<file path="src/sv/eased_animation_channel_table_top_assert.svh">
// ---------------------------------------------------------------------------
// Assertion macros for the animation channel table
// Clocked on clk, disabled while rst_n is low.
// ---------------------------------------------------------------------------
`ifndef EASED_ANIMATION_CHANNEL_TABLE_TOP_ASSERT_SVH
`define EASED_ANIMATION_CHANNEL_TABLE_TOP_ASSERT_SVH

// same-cycle implication
`define EAC_ASSERT_IMP(lbl, ante, cons, msg) \
  lbl: assert property (@(posedge clk) disable iff (!rst_n) (ante) |-> (cons)) \
    else $error(msg);

// next-cycle implication
`define EAC_ASSERT_NXT(lbl, ante, cons, msg) \
  lbl: assert property (@(posedge clk) disable iff (!rst_n) (ante) |=> (cons)) \
    else $error(msg);

`endif

</file>
<file path="src/sv/eac_ram.sv">
// ---------------------------------------------------------------------------
// eac_ram
// Generic single-write, single-read RAM with registered read data.
// ---------------------------------------------------------------------------
module eac_ram #(
  parameter int WIDTH = 8,
  parameter int DEPTH = 64
) (
  input  logic                     clk,
  input  logic                     we,
  input  logic [$clog2(DEPTH)-1:0] waddr,
  input  logic [WIDTH-1:0]         wdata,
  input  logic [$clog2(DEPTH)-1:0] raddr,
  output logic [WIDTH-1:0]         rdata
);

  logic [WIDTH-1:0] mem [DEPTH];

  always_ff @(posedge clk) begin
    if (we) begin
      mem[waddr] <= wdata;
    end
    rdata <= mem[raddr];
  end

endmodule

</file>
<file path="config.mk">
export PLATFORM = sky130hd
export DESIGN_NAME = eac_ram
export DESIGN_NICKNAME = d
export VERILOG_FILES = /design/src/sv/eased_animation_channel_table_top_assert.svh /design/src/sv/eac_ram.sv
export SDC_FILE = /design/constraint.sdc
export NUM_CORES = 1
export LEC_CHECK = 0
export BUFFER_PORTS_ARGS = -buffer_cell sky130_fd_sc_hd__buf_2
export CAP_MARGIN = 10
export CELL_PAD_IN_SITES_DETAIL_PLACEMENT = 0
export CELL_PAD_IN_SITES_GLOBAL_PLACEMENT = 2
export CORE_MARGIN = 3
export CORE_UTILIZATION = 50
export CTS_BUF_LIST = sky130_fd_sc_hd__clkbuf_16
export CTS_CLUSTER_DIAMETER = 50
export DETAILED_ROUTE_END_ITERATION = 16
export PLACE_DENSITY_LB_ADDON = 0.2
export REMOVE_ABC_BUFFERS = 1
export SETUP_SLACK_MARGIN = 0.05
export SYNTH_ARGS = -nofsm -noshare
export SYNTH_HDL_FRONTEND = slang
export SYNTH_SLANG_ARGS = --single-unit
export TNS_END_PERCENT = 20
</file>
<file path="constraint.sdc">
create_clock -name clk -period 2.5 [get_ports clk]
set_clock_uncertainty 0.05 [all_clocks]
set_input_delay 0.375 -clock clk [delete_from_list [all_inputs] [get_ports clk]]
set_output_delay 0.375 -clock clk [all_outputs]
set_load 0.05 [all_outputs]
</file>
==> results.txt <==
status: finished clean
clk slew on worst S/H paths: 60 ps
First-pass DRT Iterations: 5
Placed Instances: 1563
Simple-Gate Fraction of Synth Area: 0.0339
post-cts sizing count: 0
P_leak: 7.68 nW
nets: 1123
Synth top area share: 0.762
worst vdd ir: 0.599 mV
M1 GR Usage: 0.321
Top Ports: 30
final WL: 45400 um
GRT overflow: 0
Post-CTS Hold Buffers: 0
Synth area leaders: edfxtp_1, mux4_2, nor2_1
Setup CP Type: reg2reg
Bufs and invs on worst path: 0
Residual DRC: 0
Final GP Congestion: 0.818
worst path cell trace: mux4_2, mux2_2, o221a_2, nor3_1, o32ai_1
GRT met2 Usage: 0.348
Synth Area in XOR/XNOR: 0
CP required: 2900 ps
Worst path top cell family by delay: multiplexers
Fmax achieved: 452 MHz
Sink Count: 520
antenna cells: 0
TritonCTS Buffers: 54
first-pass GRT wire length: 67600 um
critical path fanouts, max: 1
Yosys cell types: 40
proportion of layout cells with a drive suffix above 1: 0.330
Seq/Total Area, Yosys: 0.770
crit path DAT: 2620 ps
Worst Hold Class: in2reg
die area: 42800 um^2
Crit. End Element: register
pwr dens: 783 nW/um^2
Syn Inst Count: 940
All-Layer GR Usage: 0.221
Synth Area in Adders: 0
Final Hold Viols: 0
synthesized area: 20200 um^2
largest family of logic cells by synthesized area: multiplexers
post-synthesis mux area share: 0.159
gr busiest metal: met2
Die Y: 207 um
pin count of the biggest net entering global routing: 65
Post-CTS Setup Bufs: 0
Core ar.: 39300 um^2
post-synthesis cell type with the largest combined area: edfxtp_1
most frequent cells in the layout: edfxtp_1, mux4_2, buf_4
final critical-path share of the clock period: 0.886
Vias/cell: 5.89
unrepaired setup endpoints after global routing: no
CTS tree: done
clk root buf: clkbuf_16
final setup fails: 0
Slowest-stage cell, CP: mux4_2
I/O Buffers: 29
final non-filler cell total: 1665
met3 GRT Util: 0.0414
post-route ant nets: 0
Final Util: 0.598
initial antenna violation count: 0
commonest non-fill, non-tap cell in the layout: edfxtp_1
fin crit period: 2210 ps
Avg Cell Area, Syn: 21.5 um^2
worst-margin pin slew: 756 ps
post-DP HPWL: 29500 um
DRT iter0 DRCs: 943
Placement Setup Slack: -244 ps
Pins Over Slew Limit: 0
wire per inst: 27.2 um
Worst setup SP type: register
PnR worst setup slack: 286 ps
chip width: 207 um
max-cap viol count: 0
max_slew headroom: 0.496
compound-cell area share of the yosys netlist: 0.0207
Rows: 72
Longest Clk Path Bufs: 3
Synthesis Warnings: 0
H-Tree Depth: 2
worst skew pair latency: 590 ps
via count: 9813
number of global-route vias before repair: 10000
Area Growth Syn to Fin: 16.4%
Initial Utilization: 0.513
slowest stage delay, CP: 480 ps
#FFs+latches synth: 520
-- worst paths after layout --
check,slack [ps],start,cells past startpoint,to
setup reg to reg,290,mem[28][6],5,rdata[6]
setup / recovery,290,mem[28][6],5,rdata[6]
hold reg to reg,790,mem[26][4],3,rdata[4]
hold / removal,140,wdata[2],1,mem[17][2]
-- synth_stat cells (all sizes together) --
cell type,instances
o2bb2ai,3
nand4b,1
o41ai,2
o21ai,4
edfxtp,512
nand2b,7
nand3b,3
and2,1
a211oi,4
or3,1
buf,34
nand2,19
o221a,2
o32ai,2
nor3,7
a221oi,6
nand4,2
nor2,83
o2111ai,3
o221ai,8
dfxtp,8
clkbuf,17
mux2i,23
a22oi,3
nor2b,14
a2111oi,2
mux4,126
nor4,2
mux2,13
o311ai,1
a21oi,3
nand3,13
a31oi,1
o22ai,8
o21a,2
-- layout make-up --
| cell class | instances | area [um^2] |
|---|---|---|
| Tap cell | 518 | 648 |
| Clock inverter | 45 | 300 |
| Timing Repair Buffer | 156 | 1250 |
| Multi-Input combinational cell | 369 | 4320 |
| Clock buffer | 57 | 1430 |
| Fill cell | 2906 | 15800 |
| Sequential cell | 520 | 15500 |
-- sequential cells by signal (all words and copies together) (netlist names) --
| signal | flops |
|---|---|
| mem | 512 |
| rdata | 8 |
-- power by group --
group          leakage [nW]  switching (mW)  internal [mW]
combinational          2.10           0.618          0.395
sequential             4.67          0.0362           9.65
clock                 0.899            3.24           4.43
total                  7.68            3.90           14.5
-- logic make-up (layout without fill, tap and decap cells) --
kind of cell,count (synthesis),after routing
and+or+nand+nor,153,153
buffers and inverters,51,258
DFF,520,520
muxes,162,162
AOI/OAI and AO/OA,54,54
-- per-layer routing --
layer | wire [um] | share of wire
met2 | 21900 | 0.48
met3 | 2800 | 0.062
met5 | 0 | 0
met1 | 19400 | 0.43
met4 | 1340 | 0.029
-- metrics by stage --
step | power [mW] | instance area, um^2 | setup TNS, ps | hold WS, ps
after floorplan | 10.3 | 19900 | 0 | 424
after global placement | 10.9 | 21700 | -404 | 746
after detailed placement | 10.9 | 21700 | -434 | 755
after CTS | 18.5 | 23500 | 0 | 130
after global routing | 19.0 | 23500 | 0 | 140
final | 18.4 | 23500 | 0 | 142
-- worst register-to-register path, stage by stage, from the launching register on --
cell and delay (ps):
edfxtp_1 360, mux4_2 480, mux2_2 310, o221a_2 290
nor3_1 450, o32ai_1 150
No activity file was read; power rests on OpenSTA's default activity.
